**src/sv/firlt_pkg.sv**
```systemverilog
package firlt_pkg;

    localparam int HALF_TAPS    = 15;
    localparam int TAPS         = 2 * HALF_TAPS + 1;
    localparam int SAMPLE_WIDTH = 16;
    localparam int COEF_WIDTH   = 16;
    localparam int FRAC_BITS    = COEF_WIDTH - 2;
    localparam int TAP_FIELD_W  = 5;
    localparam int TAP_IDX_W    = $clog2(TAPS);
    localparam int PROD_W       = SAMPLE_WIDTH + COEF_WIDTH;
    // one guard bit on top of the growth over all taps, so the rounding add cannot wrap
    localparam int ACC_W        = PROD_W + $clog2(TAPS) + 1;
    localparam int S_TDATA_W    = ((TAP_FIELD_W + SAMPLE_WIDTH + COEF_WIDTH + 7) / 8) * 8;
    localparam int M_TDATA_W    = ((SAMPLE_WIDTH + 7) / 8) * 8;

    localparam logic signed [ACC_W-1:0] ROUND_HALF = ACC_W'(1) << (FRAC_BITS - 1);
    localparam logic signed [ACC_W-1:0] SAT_MAX =
        {{(ACC_W - SAMPLE_WIDTH + 1){1'b0}}, {(SAMPLE_WIDTH - 1){1'b1}}};
    localparam logic signed [ACC_W-1:0] SAT_MIN = ~SAT_MAX;
    localparam logic signed [SAMPLE_WIDTH-1:0] OUT_MAX = {1'b0, {(SAMPLE_WIDTH - 1){1'b1}}};
    localparam logic signed [SAMPLE_WIDTH-1:0] OUT_MIN = {1'b1, {(SAMPLE_WIDTH - 1){1'b0}}};

    typedef enum logic [1:0] {
        ST_IDLE,
        ST_MAC,
        ST_FLUSH,
        ST_DONE
    } t_state;

    typedef enum logic {
        KIND_SAMPLE = 1'b0,
        KIND_COEF   = 1'b1
    } t_kind;

    typedef struct packed {
        logic                 shift;
        logic                 wr_coef;
        logic                 mac;
        logic [TAP_IDX_W-1:0] idx;
        logic                 load_out;
    } t_dp_cmd;

    typedef struct packed {
        logic out_full;
    } t_dp_status;

endpackage

```
**src/sv/firlt_ctrl.sv**
```systemverilog
module firlt_ctrl (
    input  logic                  i_clk,
    input  logic                  i_rst_n,
    input  logic                  i_valid,
    input  logic                  i_kind,
    input  firlt_pkg::t_dp_status i_status,
    output logic                  o_ready,
    output firlt_pkg::t_dp_cmd    o_cmd
);

    firlt_pkg::t_state                  r_state, n_state;
    logic [firlt_pkg::TAP_IDX_W-1:0]    r_cnt, n_cnt;

    always_ff @(posedge i_clk) begin
        if (!i_rst_n) begin
            r_state <= firlt_pkg::ST_IDLE;
            r_cnt   <= '0;
        end else begin
            r_state <= n_state;
            r_cnt   <= n_cnt;
        end
    end

    always_comb begin
        n_state        = r_state;
        n_cnt          = r_cnt;
        o_ready        = 1'b0;
        o_cmd          = '0;
        o_cmd.idx      = r_cnt;
        unique case (r_state)
            firlt_pkg::ST_IDLE: begin
                o_ready = 1'b1;
                if (i_valid) begin
                    if (i_kind == firlt_pkg::KIND_COEF) begin
                        o_cmd.wr_coef = 1'b1;
                    end else begin
                        o_cmd.shift = 1'b1;
                        n_cnt       = '0;
                        n_state     = firlt_pkg::ST_MAC;
                    end
                end
            end
            firlt_pkg::ST_MAC: begin
                o_cmd.mac = 1'b1;
                if (r_cnt == firlt_pkg::TAP_IDX_W'(firlt_pkg::TAPS - 1)) begin
                    n_state = firlt_pkg::ST_FLUSH;
                end else begin
                    n_cnt = r_cnt + 1'b1;
                end
            end
            firlt_pkg::ST_FLUSH: begin
                // last product lands in the accumulator
                n_state = firlt_pkg::ST_DONE;
            end
            firlt_pkg::ST_DONE: begin
                if (!i_status.out_full) begin
                    o_cmd.load_out = 1'b1;
                    n_state        = firlt_pkg::ST_IDLE;
                end
            end
            default: n_state = firlt_pkg::ST_IDLE;
        endcase
    end

endmodule

```
**src/sv/firlt_dp.sv**
```systemverilog
module firlt_dp (
    input  logic                                   i_clk,
    input  logic                                   i_rst_n,
    input  firlt_pkg::t_dp_cmd                     i_cmd,
    input  logic [firlt_pkg::TAP_FIELD_W-1:0]      i_tap_index,
    input  logic signed [firlt_pkg::SAMPLE_WIDTH-1:0] i_sample,
    input  logic signed [firlt_pkg::COEF_WIDTH-1:0]   i_coefficient,
    input  logic                                   i_out_ready,
    output firlt_pkg::t_dp_status                  o_status,
    output logic                                   o_out_valid,
    output logic signed [firlt_pkg::SAMPLE_WIDTH-1:0] o_filtered,
    output logic                                   o_saturated
);

    logic signed [firlt_pkg::SAMPLE_WIDTH-1:0] r_dly  [firlt_pkg::TAPS];
    logic signed [firlt_pkg::COEF_WIDTH-1:0]   r_coef [firlt_pkg::TAPS];
    logic signed [firlt_pkg::PROD_W-1:0]       r_prod;
    logic                                      r_prod_vld;
    logic signed [firlt_pkg::ACC_W-1:0]        r_acc;
    logic                                      r_out_valid;
    logic signed [firlt_pkg::SAMPLE_WIDTH-1:0] r_out_data;
    logic                                      r_out_sat;

    logic signed [firlt_pkg::ACC_W-1:0]        w_rnd;
    logic signed [firlt_pkg::ACC_W-1:0]        w_shr;
    logic signed [firlt_pkg::SAMPLE_WIDTH-1:0] w_y;
    logic                                      w_sat;

    // delay line and coefficient store
    always_ff @(posedge i_clk) begin
        if (!i_rst_n) begin
            for (int k = 0; k < firlt_pkg::TAPS; k++) begin
                r_dly[k]  <= '0;
                r_coef[k] <= '0;
            end
        end else begin
            if (i_cmd.shift) begin
                for (int k = firlt_pkg::TAPS - 1; k > 0; k--) begin
                    r_dly[k] <= r_dly[k-1];
                end
                r_dly[0] <= i_sample;
            end
            // index 31 is past the last tap and is dropped
            if (i_cmd.wr_coef && (32'(i_tap_index) < 32'(firlt_pkg::TAPS))) begin
                r_coef[firlt_pkg::TAP_IDX_W'(i_tap_index)] <= i_coefficient;
            end
        end
    end

    // one multiply per cycle, registered, then accumulate
    always_ff @(posedge i_clk) begin
        if (!i_rst_n) begin
            r_prod_vld <= 1'b0;
        end else begin
            r_prod_vld <= i_cmd.mac;
        end
    end

    always_ff @(posedge i_clk) begin
        r_prod <= r_dly[i_cmd.idx] * r_coef[i_cmd.idx];
        if (i_cmd.shift) begin
            r_acc <= '0;
        end else if (r_prod_vld) begin
            r_acc <= r_acc + firlt_pkg::ACC_W'(r_prod);
        end
    end

    // round half up, then clip to sample range
    always_comb begin
        w_rnd = r_acc + firlt_pkg::ROUND_HALF;
        w_shr = w_rnd >>> firlt_pkg::FRAC_BITS;
        if (w_shr > firlt_pkg::SAT_MAX) begin
            w_y   = firlt_pkg::OUT_MAX;
            w_sat = 1'b1;
        end else if (w_shr < firlt_pkg::SAT_MIN) begin
            w_y   = firlt_pkg::OUT_MIN;
            w_sat = 1'b1;
        end else begin
            w_y   = w_shr[firlt_pkg::SAMPLE_WIDTH-1:0];
            w_sat = 1'b0;
        end
    end

    always_ff @(posedge i_clk) begin
        if (!i_rst_n) begin
            r_out_valid <= 1'b0;
        end else if (i_cmd.load_out) begin
            r_out_valid <= 1'b1;
        end else if (i_out_ready) begin
            r_out_valid <= 1'b0;
        end
    end

    always_ff @(posedge i_clk) begin
        if (i_cmd.load_out) begin
            r_out_data <= w_y;
            r_out_sat  <= w_sat;
        end
    end

    assign o_status.out_full = r_out_valid & ~i_out_ready;
    assign o_out_valid       = r_out_valid;
    assign o_filtered        = r_out_data;
    assign o_saturated       = r_out_sat;

endmodule

```
**src/sv/fir_filter_loadable_taps.sv**
```systemverilog
// Direct-form FIR filter, 31 taps, Q2.14 coefficients loaded over the input stream.
// A beat with tuser = 1 writes one coefficient (tap index 0 weights the newest
// sample; index 31 is ignored) and is taken without stalling and with no output. A beat
// with tuser = 0 shifts a sample in and yields one output beat: from one accepted
// sample beat to the next the block passes through the accepting cycle, one multiply
// per tap through the single multiplier, a flush step and a round/saturate step;
// the last of these stretches for as long as the previous result still waits
// unaccepted at the output.
// The output register lets the next beat be accepted while a result waits.
// Output is rounded half up and clipped to 16 bits; tuser flags clipping.
// Coefficients and delay line clear to zero at reset.
module fir_filter_loadable_taps (
    input  logic                               i_clk,
    input  logic                               i_rst_n,
    input  logic                               i_s_tvalid,
    output logic                               o_s_tready,
    // tap_index [4:0], sample [20:5], coefficient [36:21], zero pad to 40
    input  logic [firlt_pkg::S_TDATA_W-1:0]    i_s_tdata,
    // kind [0]
    input  logic                               i_s_tuser,
    output logic                               o_m_tvalid,
    input  logic                               i_m_tready,
    // filtered [15:0]
    output logic [firlt_pkg::M_TDATA_W-1:0]    o_m_tdata,
    // saturated [0]
    output logic                               o_m_tuser
);

    localparam int SMP_LO = firlt_pkg::TAP_FIELD_W;
    localparam int CF_LO  = SMP_LO + firlt_pkg::SAMPLE_WIDTH;

    firlt_pkg::t_dp_cmd                        w_cmd;
    firlt_pkg::t_dp_status                     w_status;
    logic signed [firlt_pkg::SAMPLE_WIDTH-1:0] w_filtered;

    firlt_ctrl u_ctrl (
        .i_clk    (i_clk),
        .i_rst_n  (i_rst_n),
        .i_valid  (i_s_tvalid),
        .i_kind   (i_s_tuser),
        .i_status (w_status),
        .o_ready  (o_s_tready),
        .o_cmd    (w_cmd)
    );

    firlt_dp u_dp (
        .i_clk         (i_clk),
        .i_rst_n       (i_rst_n),
        .i_cmd         (w_cmd),
        .i_tap_index   (i_s_tdata[firlt_pkg::TAP_FIELD_W-1:0]),
        .i_sample      (i_s_tdata[CF_LO-1:SMP_LO]),
        .i_coefficient (i_s_tdata[CF_LO+firlt_pkg::COEF_WIDTH-1:CF_LO]),
        .i_out_ready   (i_m_tready),
        .o_status      (w_status),
        .o_out_valid   (o_m_tvalid),
        .o_filtered    (w_filtered),
        .o_saturated   (o_m_tuser)
    );

    assign o_m_tdata = firlt_pkg::M_TDATA_W'($unsigned(w_filtered));

    a_sample_busy: assert property (@(posedge i_clk) disable iff (!i_rst_n)
        (i_s_tvalid && o_s_tready && (i_s_tuser == firlt_pkg::KIND_SAMPLE)) |=> !o_s_tready)
        else $error("sample beat did not start a filter run");

    a_coef_one_cycle: assert property (@(posedge i_clk) disable iff (!i_rst_n)
        (i_s_tvalid && o_s_tready && (i_s_tuser == firlt_pkg::KIND_COEF)) |=> o_s_tready)
        else $error("coefficient write held the input");

    a_out_from_load: assert property (@(posedge i_clk) disable iff (!i_rst_n)
        $rose(o_m_tvalid) |-> $past(w_cmd.load_out))
        else $error("output valid without a result load");

    a_sat_value: assert property (@(posedge i_clk) disable iff (!i_rst_n)
        (o_m_tvalid && o_m_tuser) |->
            (w_filtered == firlt_pkg::OUT_MAX || w_filtered == firlt_pkg::OUT_MIN))
        else $error("saturation flag on an unclipped value");

endmodule
```
**config.mk**
```make
export PLATFORM = sky130hd
export DESIGN_NAME = fir_filter_loadable_taps
export DESIGN_NICKNAME = d
export VERILOG_FILES = /design/src/sv/firlt_pkg.sv /design/src/sv/firlt_ctrl.sv /design/src/sv/firlt_dp.sv /design/src/sv/fir_filter_loadable_taps.sv
export SDC_FILE = /design/constraint.sdc
export NUM_CORES = 2
export LEC_CHECK = 0
export BUFFER_PORTS_ARGS = -buffer_cell sky130_fd_sc_hd__buf_2
export CORE_AREA = 10 10 402 404
export DETAILED_ROUTE_END_ITERATION = 8
export DIE_AREA = 0 0 412 414
export GPL_ROUTABILITY_DRIVEN = 0
export PLACE_DENSITY = 0.64
export SYNTH_ARGS = -nofsm -noshare
export SYNTH_HDL_FRONTEND = slang
export SYNTH_SLANG_ARGS = --single-unit
```
**constraint.sdc**
```tcl
create_clock -name i_clk -period 12.4 [get_ports i_clk]
set_input_delay 1.24 -clock i_clk [delete_from_list [all_inputs] [get_ports i_clk]]
set_output_delay 1.24 -clock i_clk [all_outputs]
set_load 0.02 [all_outputs]
```
# Yosys cells after proc, flatten, opt, wreduce, memory -nomap -nowiden
# Memory sizes are Yosys's and may differ from the RTL's. A register that Yosys moved wholly into a read port is not among the register bits.
# Index checks and enable logic that the tools add are counted.
# word_totals
reg_bits	96
ram_bits	992
input_bits	45
output_inout_bits	19
n_memories	2
# classes
addsub	3
multipliers	1
n_lt_le_gt_ge	3
n_eq_ne	9
mux	66
n_bitwise	33
reduce_logical	7
# mem_list
memory	words	width	rd	rd_ports_with_merged_regs	write_ports	line_no	source
u_dp.r_coef	31	16	1	1	31	firlt_dp.sv:16	logic signed [firlt_pkg::COEF_WIDTH-1:0] r_coef [firlt_pkg::TAPS];
u_dp.r_dly	31	16	31	1	31	firlt_dp.sv:15	logic signed [firlt_pkg::SAMPLE_WIDTH-1:0] r_dly [firlt_pkg::TAPS];
# op_table
op	count
16-bit 2-to-1 mux	33
5-bit 2-to-1 mux	8
38-bit by 15-bit adder with 38-bit output (second input constant)	1
38-bit by 32-bit adder with 38-bit output	1
16-bit by 16-bit multiplier with 32-bit output	1
1-bit bitwise OR	31
24-bit by 16-bit greater-than comparator with 1-bit output (second input constant)	1
24-bit by 16-bit less-than comparator with 1-bit output (second input constant)	1
1-bit 2-to-1 mux	17
16-bit OR reduction	1
2-bit 2-to-1 mux	6
5-bit case mux with 2 select lines	1
2-bit != test (second input constant)	4
2-bit case mux with 4 select lines	1
4-bit AND reduction	2
5-bit by 1-bit adder with 5-bit output (second input constant)	1
5-bit == test (second input constant)	1
5-bit less-than comparator (second input constant)	1
2-bit == test (second input constant)	2
2-bit nonzero test	2
2-bit by 1-bit == test with 1-bit output (second input constant)	1
2-bit zero test	1
2-bit by 1-bit != test with 1-bit output (second input constant)	1
1-bit AND	1
other kinds (2)	2

# Depth between registers and ports, before layout
# logic_depth
depth_word	9
ltp_mapped	32
ltp_nobuf	27

# Modules after synthesis
# Synthesis repeated with hierarchy kept, for this count alone.
# unflattened
cells_unflattened	4458
hier_area_um2	60930.9
# by_module_without_submodules
mod	n_inst	cells_per_inst	area_each_um2	seq_area_each_um2
firlt_dp	1	4401	60469.2	32220.9
firlt_ctrl	1	57	461.7	140.1

# Worst setup path after synthesis
# OpenSTA, ideal clock, no wires.
# synth_path
kind	input -> register
from	in i_s_tvalid
to	mem u_dp.r_dly[0][0] (netlist bit) (enable)
setup_time_ns	3.538
arrival_ns	9.900
t_required_ns	8.862
path_slack_ns	-1.038
stages	5
n_path_buf	2
cell_sequence	nand2_1 or2_2 clkbuf_1 clkbuf_1 nand2_1
# synth_lines
element	line_no	source
start, declared	fir_filter_loadable_taps.sv:15	input logic i_s_tvalid,
end, declared	firlt_dp.sv:15	

==> metrics.cfg <==
[floorplan]
die_area_um2=171000
rows=144
die_h_um=414
start_util_pct=39.8
die_w_um=412
design.core.area_um2=153000
io_pins=64

[routing]
routedWlPerCell_um=20.5
wl_um=134000
via_per_inst=5.32
vias=34800
drtPass1Iterations=5
postRouteAntennaNets=0
drc=0
drtIter0Drc=3093

[clocking]
path_clk_slew_ns=0.06
numCtsBuffers=118
cts_buffer_depth=3
htreeDepth=3
root_buffer=clkbuf_16
clkLatencyLatePin_ns=0.78
cts_resized=0
cts_tree=done
postCtsSetupRepairBufs=0
hold_buffers=0
clock_sinks=1109

[finish]
nets=4831
final_cell_mix=edfxtp_1, and2_1, and3_1
syn_to_final_growth_pct=9.78
drive_above_1_share_pct=15.4
final_common_cell=edfxtp_1
fill_cells=13600
diodes=0

[global_route]
grt_start_max_net_pins=281
grt_pass1_wl_um=210000
overflow=0
grt.total_usage_pct=15.5
grt_pass1_vias=35600
antenna_found_initial=5

[sta]
slew_headroom_pct=18.3
fin_hold_ws_ns=0.505
finalHoldViolCount=0
setup_viol=0
rsz0062_at_grt=no
tns_ns=0
finalCritPeriodShare_pct=74.3
skew_ns=0.118
max_slew.worst_pin.slew_ns=1.22
period_minus_slack_ns=9.22
slew_viol_final=0
fmax_mhz=108

[pwr]
power.share.clock_pct=20.8
p_seq_share_pct=29.2
p_leak_uw=0.0269
pwr-share-comb_pct=50.0
power.density_nw_per_um2=249
cell_internal_pwr_uw=10200
p_sw_share_pct=38.8
irDropWorstVdd_mv=0.369
netSwitchingPower_uw=6470

[placed_design]
hpwl_um=84000
io_buffers=60

[worst_setup_path]
cp-end-kind=flip-flop
setup.worst_path.start_class=flip-flop
path_class=reg -> reg
path_max_fanout=87
crit_required_ns=13.04
reg2reg_depth=25
critPathArrivalTime_ns=9.86

[synthesis]
synth_top_flop_cell=edfxtp_1
synth_cell_types=85
ys_ff_latch=1109
yosysWarnings=0
syn_area_per_cell_um2=13.7
synth-edff-count=1025
ys_seq_area_share_pct=53.1
async_reset_ff_share_pct=0
netlist_area_um2=61100
synthCells=4460

[hold_path]
worstHoldStart=u_dp.r_acc[3]
hold_path_class=reg -> reg
whs_path_depth=2

[status]
status=completed

[flow_run]
drv_cap=0

==> power groups by stage <==
stage / Combinational, uW / Clock (uW) / Sequential [uW]
floorplan: 6710 / 0 / 4900
global placement: 8230 / 0 / 4930
detailed placement: 8360 / 0 / 4940
CTS: 8410 / 3550 / 4870
global route: 9510 / 3700 / 4920
finish: 8340 / 3470 / 4870
==> cells in the mapped netlist (43+ instances only) <==
master | instances | area share (%)
nor2_1 | 263 | 1.6
nand2_1 | 141 | 0.87
edfxtp_1 | 1025 | 50
buf_2 | 43 | 0.35
ha_1 | 126 | 2.6
mux4_2 | 304 | 11
inv_1 | 332 | 2.0
fa_1 | 263 | 8.6
and2_1 | 505 | 5.2
clkbuf_1 | 242 | 1.5
and3_1 | 500 | 5.1
o21ai_0 | 83 | 0.68
a21oi_1 | 53 | 0.43
xnor2_1 | 52 | 0.75
dfxtp_1 | 84 | 2.8
==> area by class of cell <==
| class | instances | area [um^2] | area share (%) |
|---|---|---|---|
| Inverter | 346 | 1300 | 1.94 |
| Multi-Input combinational cell | 2700 | 26100 | 38.8 |
| Clock buffer | 146 | 3090 | 4.60 |
| Clock inverter | 67 | 732 | 1.09 |
| Timing Repair Buffer | 122 | 863 | 1.29 |
| Sequential cell | 1109 | 32500 | 48.4 |
| Tap cell | 2044 | 2560 | 3.81 |
==> stage by stage <==
step                power (uW)  utilization (%)  cells  area [um^2]  setup slack, ns
floorplan                11600                -   4475        61200             3.99
global placement         13200             41.3   6321        63300             3.23
detailed placement       13300             41.3   6321        63300             3.13
CTS                      16800             43.7   6534        67100             3.16
global route             18100             43.7   6534        67100             2.51
finish                   16700             43.7   6534        67100             3.18
==> registers in the layout (all words and copies together), names as in the netlist, named ones only <==
register / flops
u_dp.r_coef: 512
u_dp.r_dly: 496
u_dp.r_acc: 38
u_dp.r_prod: 32
u_dp.o_filtered: 16
u_ctrl.r_cnt: 5
u_ctrl.r_state: 2
u_dp.o_out_valid: 1
u_dp.o_saturated: 1
u_dp.r_prod_vld: 1
==> path summary, 6_finish.rpt <==
check	slack, ns	end
max reg2reg	3.18	u_dp.r_prod[30]
min reg2reg	0.51	u_dp.r_acc[3]
max	3.18	u_dp.r_prod[30]
min	0.51	u_dp.r_acc[3]
==> critical path, cell delays in order, from the launching register on <==
cell,delay (ns)
dfxtp_4,0.69
buf_12,0.66
mux4_2,0.69
mux4_2,0.57
mux2i_4,0.62
nor2_1,0.15
fa_1,0.54
inv_1,0.06
fa_1,0.57
fa_1,0.46
fa_1,0.55
inv_1,0.05
fa_1,0.47
inv_1,0.05
fa_1,0.48
inv_1,0.04
ha_1,0.35
a21o_1,0.18
a21oi_1,0.14
o211ai_1,0.14
a211oi_1,0.40
o21bai_1,0.17
a41oi_1,0.47
nor3_1,0.16
nor4_1,0.26
nand4b_1,0.13
==> routing by layer <==
| layer | GRT usage (%) | up-vias | share of wire [%] | wire (um) |
|---|---|---|---|---|
| li1 | - | 15900 | - | - |
| met1 | 22.3 | 17800 | 46 | 61400 |
| met2 | 23.7 | 855 | 45 | 60900 |
| met3 | 3.26 | 183 | 6.2 | 8340 |
| met4 | 4.11 | 6 | 2.5 | 3300 |
| met5 | 0 | - | 0.029 | 39 |
==> logic make-up (layout without fill, tap and decap cells) <==
kind of cell,after synthesis,in the layout,synth area share (%)
AND/OR/NAND/NOR,1573,1573,14.5
flip-flops,1109,1109,53.1
buffers and inverters,666,681,4.38
adder cells (fa/ha/maj),389,389,11.2
multiplexers,373,373,12.7
AO/OA/AOI/OAI,274,274,2.98
XOR/XNOR,75,75,1.08
other,1,16,0.00614
Power figures use the tool's default switching activity.
